File: src/rtl/core/fcct_pkg.sv
// Shared types and constants for the frustum corner cull test core.
// Used by the multiplier unit and the top level.
// No dependencies.
package fcct_pkg;

  localparam int FRAC_BITS_DEF = 16;

  // Matrix layout: 4 rows by 3 columns, rows 0..2 linear, row 3 translation
  localparam int MAT_COLS  = 3;
  localparam int LIN_COUNT = 9;
  localparam int ELEM_COUNT = 12;

  // Input actions
  localparam logic [1:0] ACT_VIEW   = 2'd0;
  localparam logic [1:0] ACT_WORLD  = 2'd1;
  localparam logic [1:0] ACT_CORNER = 2'd2;

  // Configuration register indexes
  localparam logic [1:0] CFG_NEAR    = 2'd0;
  localparam logic [1:0] CFG_FAR     = 2'd1;
  localparam logic [1:0] CFG_SLOPE_X = 2'd2;
  localparam logic [1:0] CFG_SLOPE_Y = 2'd3;

  localparam logic [30:0] NEAR_RST    = 31'd65536;
  localparam logic [30:0] FAR_RST     = 31'd65536000;
  localparam logic [30:0] SLOPE_X_RST = 31'd67271;
  localparam logic [30:0] SLOPE_Y_RST = 31'd37837;

  typedef enum logic [1:0] {
    OP_WORLD,
    OP_VIEW,
    OP_SLX,
    OP_SLY
  } op_kind_t;

  // Travels with each product through the shared multiplier
  typedef struct packed {
    logic     valid;
    op_kind_t kind;
    logic [1:0] col;
    logic [1:0] row;
  } mul_tag_t;

endpackage

File: src/rtl/core/fcct_in_if.sv
// Input channel of the frustum corner cull test core: valid/ready plus
// one input word. Depends on nothing.
interface fcct_in_if;
  logic               valid;
  logic               ready;
  logic [1:0]         action;
  logic [3:0]         element_index;
  logic signed [31:0] element_value;
  logic signed [31:0] corner_x;
  logic signed [31:0] corner_y;
  logic signed [31:0] corner_z;
  logic               last_corner;

  modport source (
    output valid, action, element_index, element_value,
    output corner_x, corner_y, corner_z, last_corner,
    input  ready
  );
  modport sink (
    input  valid, action, element_index, element_value,
    input  corner_x, corner_y, corner_z, last_corner,
    output ready
  );
endinterface

File: src/rtl/core/fcct_out_if.sv
// Result channel of the frustum corner cull test core: valid/ready plus
// the visible flag. Depends on nothing.
interface fcct_out_if;
  logic valid;
  logic ready;
  logic visible;

  modport source (output valid, visible, input ready);
  modport sink   (input valid, visible, output ready);
endinterface

File: src/rtl/core/fcct_mul.sv
// Shared signed 32x32 multiplier with a registered product and the
// fixed-point floor shift applied on the way out. Uses fcct_pkg.
module fcct_mul #(
  parameter int FRAC_BITS = fcct_pkg::FRAC_BITS_DEF
) (
  input  logic                           clk,
  input  logic                           rst_n,
  input  logic signed [31:0]             op_a,
  input  logic signed [31:0]             op_b,
  input  fcct_pkg::mul_tag_t             tag_in,
  output logic signed [63-FRAC_BITS:0]   term,
  output fcct_pkg::mul_tag_t             tag_out
);

  logic signed [63:0] prod_r;
  fcct_pkg::mul_tag_t tag_r;

  always_ff @(posedge clk) begin
    prod_r <= op_a * op_b;
  end

  always_ff @(posedge clk) begin
    if (!rst_n) begin
      tag_r <= '0;
    end else begin
      tag_r <= tag_in;
    end
  end

  // dropping the low bits of a two's complement product is a floor divide
  assign term    = prod_r[63:FRAC_BITS];
  assign tag_out = tag_r;

endmodule

File: src/rtl/core/frustum_corner_cull_test_core.sv
// Frustum corner cull test: world then view affine transform of each box
// corner, then near/far and slope tests, all through one shared multiplier.
// Matrix elements are written straight from each accepted input word; a
// corner holds off new input until its 20 multiplies and sequencing finish.
// The visible word is registered and raised in the last corner's finish step.
// rst_n is synchronous: restores register defaults and clears any_inside.
module frustum_corner_cull_test_core #(
  parameter int FRAC_BITS = fcct_pkg::FRAC_BITS_DEF
) (
  input  logic               clk,
  input  logic               rst_n,
  fcct_in_if.sink            in_chan,
  fcct_out_if.source         out_chan,
  input  logic               cfg_we,
  input  logic [1:0]         cfg_index,
  input  logic [30:0]        cfg_data
);

  localparam int TW = 64 - FRAC_BITS;  // shifted product width
  localparam int AW = TW + 2;          // three terms plus translation

  typedef enum logic [2:0] {
    S_IDLE,
    S_WORLD,
    S_VIEW,
    S_GAP,
    S_SLOPE,
    S_TAIL,
    S_FINISH
  } state_t;

  state_t state_r;
  logic [1:0] col_r, row_r;

  logic [30:0] near_r, far_r, slope_x_r, slope_y_r;

  logic signed [31:0] view_lin [fcct_pkg::LIN_COUNT];
  logic signed [31:0] view_tr  [fcct_pkg::MAT_COLS];
  logic signed [31:0] world_lin[fcct_pkg::LIN_COUNT];
  logic signed [31:0] world_tr [fcct_pkg::MAT_COLS];

  logic signed [31:0] p_r [fcct_pkg::MAT_COLS];
  logic signed [31:0] w_r [fcct_pkg::MAT_COLS];
  logic signed [31:0] v_r [fcct_pkg::MAT_COLS];
  logic               last_r;
  logic               any_inside_r;
  logic               okx_r, oky_r;
  logic signed [31:0] trans_r;
  logic signed [AW-1:0] acc_r;

  logic               out_valid_r, visible_r;

  logic               in_fire;
  logic [3:0]         lin_idx;
  logic [1:0]         tr_idx;
  logic signed [31:0] op_a, op_b;
  fcct_pkg::mul_tag_t issue_tag, mul_tag;
  logic signed [TW-1:0] term;

  logic signed [AW-1:0] acc_nxt;
  logic [31:0]          acc_sat;
  logic signed [31:0]   mag_sel;
  logic signed [32:0]   mag_ext;
  logic [32:0]          mag;
  logic signed [TW-1:0] mag_w;
  logic                 within_lim;
  logic                 in_view;
  logic                 any_nxt;
  logic                 out_free;

  assign in_chan.ready  = (state_r == S_IDLE);
  assign in_fire        = in_chan.valid && in_chan.ready;
  assign out_chan.valid   = out_valid_r;
  assign out_chan.visible = visible_r;
  assign out_free       = !out_valid_r || out_chan.ready;

  // ---------------- configuration ----------------
  always_ff @(posedge clk) begin
    if (!rst_n) begin
      near_r    <= fcct_pkg::NEAR_RST;
      far_r     <= fcct_pkg::FAR_RST;
      slope_x_r <= fcct_pkg::SLOPE_X_RST;
      slope_y_r <= fcct_pkg::SLOPE_Y_RST;
    end else if (cfg_we) begin
      case (cfg_index)
        fcct_pkg::CFG_NEAR:    near_r    <= cfg_data;
        fcct_pkg::CFG_FAR:     far_r     <= cfg_data;
        fcct_pkg::CFG_SLOPE_X: slope_x_r <= cfg_data;
        fcct_pkg::CFG_SLOPE_Y: slope_y_r <= cfg_data;
        default: ;
      endcase
    end
  end

  // ---------------- matrix loads ----------------
  assign tr_idx = 2'(in_chan.element_index - 4'(fcct_pkg::LIN_COUNT));

  always_ff @(posedge clk) begin
    if (in_fire && in_chan.element_index < 4'(fcct_pkg::ELEM_COUNT)) begin
      if (in_chan.element_index < 4'(fcct_pkg::LIN_COUNT)) begin
        if (in_chan.action == fcct_pkg::ACT_VIEW)
          view_lin[in_chan.element_index] <= in_chan.element_value;
        else if (in_chan.action == fcct_pkg::ACT_WORLD)
          world_lin[in_chan.element_index] <= in_chan.element_value;
      end else begin
        if (in_chan.action == fcct_pkg::ACT_VIEW)
          view_tr[tr_idx] <= in_chan.element_value;
        else if (in_chan.action == fcct_pkg::ACT_WORLD)
          world_tr[tr_idx] <= in_chan.element_value;
      end
    end
  end

  // ---------------- multiplier issue ----------------
  assign lin_idx = 4'(row_r) * 4'(fcct_pkg::MAT_COLS) + 4'(col_r);

  always_comb begin
    issue_tag     = '0;
    issue_tag.col = col_r;
    issue_tag.row = row_r;
    op_a          = world_lin[lin_idx];
    op_b          = p_r[row_r];
    case (state_r)
      S_WORLD: begin
        issue_tag.valid = 1'b1;
        issue_tag.kind  = fcct_pkg::OP_WORLD;
      end
      S_VIEW: begin
        issue_tag.valid = 1'b1;
        issue_tag.kind  = fcct_pkg::OP_VIEW;
        op_a            = view_lin[lin_idx];
        op_b            = w_r[row_r];
      end
      S_SLOPE: begin
        issue_tag.valid = 1'b1;
        issue_tag.kind  = (row_r == 2'd0) ? fcct_pkg::OP_SLX : fcct_pkg::OP_SLY;
        op_a            = v_r[2];
        op_b            = (row_r == 2'd0) ? $signed({1'b0, slope_x_r})
                                          : $signed({1'b0, slope_y_r});
      end
      default: ;
    endcase
  end

  fcct_mul #(.FRAC_BITS(FRAC_BITS)) u_mul (
    .clk     (clk),
    .rst_n   (rst_n),
    .op_a    (op_a),
    .op_b    (op_b),
    .tag_in  (issue_tag),
    .term    (term),
    .tag_out (mul_tag)
  );

  // translation of the column is fetched alongside its first product
  always_ff @(posedge clk) begin
    if (row_r == 2'd0) begin
      if (state_r == S_WORLD) trans_r <= world_tr[col_r];
      else if (state_r == S_VIEW) trans_r <= view_tr[col_r];
    end
  end

  // ---------------- accumulate / compare ----------------
  always_comb begin
    acc_nxt = ((mul_tag.row == 2'd0) ? AW'(trans_r) : acc_r) + AW'(term);
    if (&acc_nxt[AW-1:31] || ~|acc_nxt[AW-1:31])
      acc_sat = acc_nxt[31:0];
    else
      acc_sat = acc_nxt[AW-1] ? 32'h8000_0000 : 32'h7fff_ffff;
  end

  assign mag_sel    = (mul_tag.kind == fcct_pkg::OP_SLX) ? v_r[0] : v_r[1];
  assign mag_ext    = {mag_sel[31], mag_sel};
  assign mag        = mag_sel[31] ? 33'(-mag_ext) : 33'(mag_ext);
  assign mag_w      = TW'($signed({1'b0, mag}));
  assign within_lim = (mag_w <= term);

  always_ff @(posedge clk) begin
    if (mul_tag.valid) begin
      case (mul_tag.kind)
        fcct_pkg::OP_WORLD: begin
          acc_r <= acc_nxt;
          if (mul_tag.row == 2'd2) w_r[mul_tag.col] <= acc_sat;
        end
        fcct_pkg::OP_VIEW: begin
          acc_r <= acc_nxt;
          if (mul_tag.row == 2'd2) v_r[mul_tag.col] <= acc_sat;
        end
        fcct_pkg::OP_SLX: okx_r <= within_lim;
        fcct_pkg::OP_SLY: oky_r <= within_lim;
        default: ;
      endcase
    end
  end

  // ---------------- sequencer ----------------
  assign in_view = (v_r[2] >= $signed({1'b0, near_r})) &&
                   (v_r[2] <= $signed({1'b0, far_r})) && okx_r && oky_r;
  assign any_nxt = any_inside_r || in_view;

  always_ff @(posedge clk) begin
    if (in_fire && in_chan.action == fcct_pkg::ACT_CORNER) begin
      p_r[0] <= in_chan.corner_x;
      p_r[1] <= in_chan.corner_y;
      p_r[2] <= in_chan.corner_z;
      last_r <= in_chan.last_corner;
    end
  end

  always_ff @(posedge clk) begin
    if (!rst_n) begin
      state_r      <= S_IDLE;
      col_r        <= 2'd0;
      row_r        <= 2'd0;
      any_inside_r <= 1'b0;
      out_valid_r  <= 1'b0;
      visible_r    <= 1'b0;
    end else begin
      // a new word from the finish step replaces the one taken this cycle
      if (out_valid_r && out_chan.ready && !(state_r == S_FINISH && last_r))
        out_valid_r <= 1'b0;
      case (state_r)
        S_IDLE: begin
          col_r <= 2'd0;
          row_r <= 2'd0;
          if (in_fire && in_chan.action == fcct_pkg::ACT_CORNER) state_r <= S_WORLD;
        end
        S_WORLD, S_VIEW: begin
          if (row_r == 2'd2) begin
            row_r <= 2'd0;
            if (col_r == 2'd2) begin
              col_r   <= 2'd0;
              state_r <= (state_r == S_WORLD) ? S_VIEW : S_GAP;
            end else begin
              col_r <= col_r + 2'd1;
            end
          end else begin
            row_r <= row_r + 2'd1;
          end
        end
        S_GAP: state_r <= S_SLOPE;  // view z settles here
        S_SLOPE: begin
          if (row_r == 2'd0) begin
            row_r <= 2'd1;
          end else begin
            row_r   <= 2'd0;
            state_r <= S_TAIL;
          end
        end
        S_TAIL: state_r <= S_FINISH;
        S_FINISH: begin
          if (!last_r) begin
            any_inside_r <= any_nxt;
            state_r      <= S_IDLE;
          end else if (out_free) begin
            out_valid_r  <= 1'b1;
            visible_r    <= any_nxt;
            any_inside_r <= 1'b0;
            state_r      <= S_IDLE;
          end
        end
        default: state_r <= S_IDLE;
      endcase
    end
  end

  // ---------------- assertions ----------------
  a_out_from_finish: assert property (@(posedge clk) disable iff (!rst_n)
    $rose(out_valid_r) |-> $past(state_r == S_FINISH) && $past(last_r))
    else $error("result word raised outside the finish step");

  a_mul_drained_idle: assert property (@(posedge clk) disable iff (!rst_n)
    (state_r == S_IDLE || state_r == S_FINISH) |-> !mul_tag.valid)
    else $error("multiplier still busy when sequencer is done");

  a_corner_starts: assert property (@(posedge clk) disable iff (!rst_n)
    (in_fire && in_chan.action == fcct_pkg::ACT_CORNER) |=> state_r == S_WORLD)
    else $error("accepted corner did not start the world transform");

endmodule
File: src/flat_wrapper.sv
// flat-port wrapper written by rule: the top's interface ports become plain ports
module frustum_corner_cull_test_core_flat 
#(
  parameter int FRAC_BITS = fcct_pkg::FRAC_BITS_DEF
)
  (clk, rst_n, cfg_we, cfg_index, cfg_data, in_chan_valid, in_chan_action, in_chan_element_index, in_chan_element_value, in_chan_corner_x, in_chan_corner_y, in_chan_corner_z, in_chan_last_corner, in_chan_ready, out_chan_valid, out_chan_visible, out_chan_ready);
  fcct_in_if in_chan_i ();
  fcct_out_if out_chan_i ();
  input  logic clk;
  input  logic rst_n;
  input  logic cfg_we;
  input  logic [1:0] cfg_index;
  input  logic [30:0] cfg_data;
  input wire logic [$bits(in_chan_i.valid)-1:0] in_chan_valid;
  input wire logic [$bits(in_chan_i.action)-1:0] in_chan_action;
  input wire logic [$bits(in_chan_i.element_index)-1:0] in_chan_element_index;
  input wire logic [$bits(in_chan_i.element_value)-1:0] in_chan_element_value;
  input wire logic [$bits(in_chan_i.corner_x)-1:0] in_chan_corner_x;
  input wire logic [$bits(in_chan_i.corner_y)-1:0] in_chan_corner_y;
  input wire logic [$bits(in_chan_i.corner_z)-1:0] in_chan_corner_z;
  input wire logic [$bits(in_chan_i.last_corner)-1:0] in_chan_last_corner;
  output wire logic [$bits(in_chan_i.ready)-1:0] in_chan_ready;
  output wire logic [$bits(out_chan_i.valid)-1:0] out_chan_valid;
  output wire logic [$bits(out_chan_i.visible)-1:0] out_chan_visible;
  input wire logic [$bits(out_chan_i.ready)-1:0] out_chan_ready;
  assign in_chan_i.valid = in_chan_valid;
  assign in_chan_i.action = in_chan_action;
  assign in_chan_i.element_index = in_chan_element_index;
  assign in_chan_i.element_value = in_chan_element_value;
  assign in_chan_i.corner_x = in_chan_corner_x;
  assign in_chan_i.corner_y = in_chan_corner_y;
  assign in_chan_i.corner_z = in_chan_corner_z;
  assign in_chan_i.last_corner = in_chan_last_corner;
  assign in_chan_ready = in_chan_i.ready;
  assign out_chan_valid = out_chan_i.valid;
  assign out_chan_visible = out_chan_i.visible;
  assign out_chan_i.ready = out_chan_ready;
  frustum_corner_cull_test_core #(.FRAC_BITS(FRAC_BITS)) u_core (.clk(clk), .rst_n(rst_n), .in_chan(in_chan_i), .out_chan(out_chan_i), .cfg_we(cfg_we), .cfg_index(cfg_index), .cfg_data(cfg_data));
endmodule
File: config.mk
export PLATFORM = sky130hd
export DESIGN_NAME = frustum_corner_cull_test_core_flat
export DESIGN_NICKNAME = d
export VERILOG_FILES = /design/src/rtl/core/fcct_pkg.sv /design/src/rtl/core/fcct_in_if.sv /design/src/rtl/core/fcct_out_if.sv /design/src/rtl/core/fcct_mul.sv /design/src/rtl/core/frustum_corner_cull_test_core.sv /design/src/flat_wrapper.sv
export SDC_FILE = /design/constraint.sdc
export NUM_CORES = 2
export LEC_CHECK = 0
export ABC_AREA = 0
export BUFFER_PORTS_ARGS = -buffer_cell sky130_fd_sc_hd__buf_2
export CAP_MARGIN = 15
export CORE_AREA = 8 8 460 462
export CTS_CLUSTER_SIZE = 16
export DETAILED_ROUTE_END_ITERATION = 16
export DIE_AREA = 0 0 468 470
export PLACE_DENSITY = 0.73
export SLEW_MARGIN = 20
export SYNTH_ARGS = -nofsm -noshare
export SYNTH_HDL_FRONTEND = slang
export SYNTH_SLANG_ARGS = --single-unit
File: constraint.sdc
create_clock -name clk -period 10.8 [get_ports clk]
set_input_delay 0 -clock clk [delete_from_list [all_inputs] [get_ports clk]]
set_output_delay 0 -clock clk [all_outputs]
set_load 0.02 [all_outputs]
==> results.toml <==
[outcome]
run_status = "finished with violations"
violations = "setup timing"

[finish]
final.fill_count = 16500
nNetsFinal = 10200
final_layout_size_suffix_gt1_share_pct = 17.1
post-route-util_pct = 53.2
syn2layout_area_growth_pct = 18.7

[sta]
slew_viol_final = 0
grt_setup_unrepaired = "yes"
timing.final.hold_violations = 0
timing_worst_slew_pin_value_ns = 1.30
max_freq_mhz = 92.6
final.setup_skew_ns = 0.0476
worst_slew_margin_rel_pct = 12.8
post-route-period-util_pct = 100
report.final.setup_viol = 1
post-route-worst-setup-slack_ns = -0.00425
period_needed_ns = 10.80

[yosys]
synth-async-reset-ratio_pct = 0
netlist_top_cells_count = "1141 x sky130_fd_sc_hd__edfxtp_1, 1121 x sky130_fd_sc_hd__inv_1, 1084 x sky130_fd_sc_hd__fa_1, 897 x sky130_fd_sc_hd__nand2_1, 773 x sky130_fd_sc_hd__nor2_1"
register_bit_count_reported_by_yosys = 1334
edff_count_synth = 1141
post_synth_instance_area_um2 = 91500
yosys_most_used_dff = "sky130_fd_sc_hd__edfxtp_1"
synth_top_area_cell = "sky130_fd_sc_hd__edfxtp_1"
proportion_of_netlist_area_held_by_the_largest_area_contributor_pct = 37.4
synth.top_cells.by_area = "sky130_fd_sc_hd__edfxtp_1 37%, sky130_fd_sc_hd__fa_1 24%, sky130_fd_sc_hd__inv_1 4.6%"
netlist-cell-type-count = 85
net_count_after_synthesis = 9334
synthesis.area_per_instance_um2 = 11.8
yosysMostFrequentCell = "sky130_fd_sc_hd__edfxtp_1"
synthesis.instances = 7747
yosysSeqAreaShare_pct = 41.7
ys_warn_count = 0

[hold_path]
hold_path_depth = 3
timing.hold.worst.class = "in2reg"
endpoint_of_the_worst_hold_path = "u_core.world_lin[4][31]"
hp-start = "in_chan_element_index[1]"

[floorplanning]
die_width_um = 468
start_util_pct = 44.9
ioPinCount = 176
rows = 166
die_footprint_um2 = 220000
floorplan.core_area_um2 = 204000
die_h_um = 470

[global_route]
grt_util_all_layers_pct = 26.5
first_global_vias = 69300
grt_pass1_wl_mm = 438
grt_max_degree = 96
antenna_found_initial = 19
globalRoute.totalOverflow = 0

[setup_path]
critical_path.reg2reg.startpoint = "u_core.col_r[1]"
end_kind = "flip-flop"
cp.buffers_inverters = 9
worst-r2r-cell-count = 37
crit_required_ns = 11.50
worst-r2r-setup-slack_ns = -0.004
critical_path.startpoint_type = "flip-flop"
critical_path.slowest_cell = "sky130_fd_sc_hd__fa_4"
criticalPathCategory = "reg2reg"
longest_individual_stage_delay_on_the_worst_path_ns = 0.81
worstReg2RegEnd = "u_core.u_mul.prod_r[62]"
critPathArrivalTime_ns = 11.51
cpLargestDelayFamily = "adder cells"
crit_path_frequent_cell = "sky130_fd_sc_hd__fa_1"
worst-path-max-fanout = 8

[clock_network]
worst_skew_pair.late_latency_ns = 0.79
tritoncts_num_sinks = 1334
cts_root_buf = "sky130_fd_sc_hd__clkbuf_16"
cts_made_buffers = 132
cts-root-to-sink-buffers = 3
cts_tree = "yes"
cts.reportedPaths.clkPinSlew_ns = 0.07
cts_htree_levels = 4

[route]
route.vias.total = 65900
route.met2.wl_mm = 137
route.detailed.drc = 0
drt_iter0_markers = 8093
route.layer.met1.wl_mm = 106
route.top_layer_used = "met5"
post_drt_via_cell_ratio = 5.78
postRouteAntennaNets = 0
routed_wire_length_on_met3_mm = 31.6
routed_wl_mm = 296
detail_route.first_pass.iterations = 7
routedWlPerCell_um = 25.9

[place]
gp_congestion = 1.01
port-buffer-count = 175
hpwlAfterDp_mm = 215

[run]
maxCapViolCount = 0
[state kept, by name, summed over array words and instances (netlist names), named ones only]
register / flops
u_core.u_mul.prod_r: 48
u_core.acc_r: 50
u_core.state_r: 3
u_core.far_r: 31
u_core.trans_r: 32
u_core.out_chan.valid: 1
u_core.row_r: 2
u_core.slope_y_r: 31
u_core.okx_r: 1
u_core.world_tr: 96
u_core.view_tr: 96
u_core.v_r: 96
u_core.any_inside_r: 1
u_core.view_lin: 288
u_core.col_r: 2
u_core.out_chan.visible: 1
u_core.slope_x_r: 31
u_core.p_r: 96
u_core.w_r: 96
u_core.last_r: 1
u_core.near_r: 31
u_core.u_mul.tag_out: 7
u_core.oky_r: 1
u_core.world_lin: 288
[per-layer routing]
metal,up-vias,track usage (%)
li1,27400,-
met1,33200,33.6
met5,-,0
met3,1055,5.55
met2,4282,42.2
met4,4,15.3
[cell type report]
cell class                      count  area [um2]  area share [%]
Clock inverter                     77         778           0.717
Clock buffer                      166        3470            3.20
Multi-Input combinational cell   4906       49100            45.2
Antenna cell                       14        35.0          0.0323
Inverter                         1123        4220            3.89
Sequential cell                  1334       38100            35.1
Tap cell                         2688        3360            3.10
Timing Repair Buffer             1097        9530            8.77
[placed cells by master, fill, tap and decap left out, types with 27 or more instances in the layout]
cell type and instances:
sky130_fd_sc_hd__a21boi_0 105, sky130_fd_sc_hd__a21o_1 120, sky130_fd_sc_hd__a21oi_1 180, sky130_fd_sc_hd__and2_1 58, sky130_fd_sc_hd__buf_12 66, sky130_fd_sc_hd__buf_2 174, sky130_fd_sc_hd__buf_4 557, sky130_fd_sc_hd__clkbuf_1 31
sky130_fd_sc_hd__clkbuf_16 136, sky130_fd_sc_hd__clkinv_2 27, sky130_fd_sc_hd__dfxtp_1 186, sky130_fd_sc_hd__dlygate4sd3_1 271, sky130_fd_sc_hd__edfxtp_1 1141, sky130_fd_sc_hd__fa_1 1054, sky130_fd_sc_hd__fa_2 29, sky130_fd_sc_hd__ha_1 316
sky130_fd_sc_hd__inv_1 1106, sky130_fd_sc_hd__mux2i_1 214, sky130_fd_sc_hd__mux4_2 157, sky130_fd_sc_hd__nand2_1 889, sky130_fd_sc_hd__nand2b_1 57, sky130_fd_sc_hd__nand3_1 44, sky130_fd_sc_hd__nand4_1 47, sky130_fd_sc_hd__nor2_1 729
sky130_fd_sc_hd__nor2b_1 41, sky130_fd_sc_hd__nor3_1 65, sky130_fd_sc_hd__o21ai_0 99, sky130_fd_sc_hd__xnor2_1 88, sky130_fd_sc_hd__xor2_1 55
[repair_timing]
action                     4_1_cts  5_1_grt
gates cloned                     1        1
hold buffers                   272        1
resized for setup               69      148
pin swaps                       36      127
hold endpoints to repair      1044       13
setup endpoints to repair       21       33
buffers inserted                16       33
[logic make-up (layout without fill, tap and decap cells)]
group | Yosys count | in the layout | synth area share (%)
AND/OR/NAND/NOR | 2111 | 2111 | 9.78
flip-flops | 1334 | 1334 | 41.7
buffers and inverters | 1507 | 2463 | 6.26
AO/OA/AOI/OAI | 850 | 850 | 6.28
XOR/XNOR | 143 | 143 | 1.37
other | 1 | 15 | 0.00410
adder cells (fa/ha/maj) | 1415 | 1415 | 28.2
multiplexers | 386 | 386 | 6.39
[per-stage QoR]
step / setup TNS [ns] / hold slack [ns] / cells / setup slack [ns] / cell area, um2
floorplan: 0 / 0.0989 / 7747 / 0.0170 / 91600
global placement: -3.11 / 0.178 / 10800 / -0.510 / 100000
detailed placement: -3.84 / 0.178 / 10800 / -0.536 / 100000
CTS: 0 / 0.00177 / 11400 / 0.000689 / 108000
global route: -2.18 / 0.0655 / 11400 / -0.304 / 109000
finish: -0.00425 / 0.0739 / 11400 / -0.00425 / 109000
[how the worst max path moves through the flow]
| stage | start | endpoint | slack (ns) | cells past startpoint |
|---|---|---|---|---|
| after floorplan | u_core.row_r[0] | u_core.u_mul.prod_r[62] | 0.02 | 43 |
| after global placement | u_core.row_r[0] | u_core.u_mul.prod_r[63] | -0.51 | 37 |
| after detailed placement | u_core.row_r[0] | u_core.u_mul.prod_r[63] | -0.54 | 37 |
| after CTS | u_core.row_r[0] | u_core.u_mul.prod_r[62] | 0.0007 | 40 |
| after global routing | u_core.col_r[1] | u_core.u_mul.prod_r[62] | -0.30 | 37 |
| final | u_core.col_r[1] | u_core.u_mul.prod_r[62] | -0.004 | 37 |
[worst reg2reg max path: cells and delay by family, from the launching register on]
kind            cells  cell delay (ns)
mux                 2             0.68
fa+ha+maj          12             5.82
simple gates        3             0.83
flops               1             0.33
buf+inv             9             1.00
xor+xnor            1             0.13
compound gates     10             1.95
Power is not shown: default switching activity piles up to over one toggle a cycle in this logic, so the estimate is an artifact.
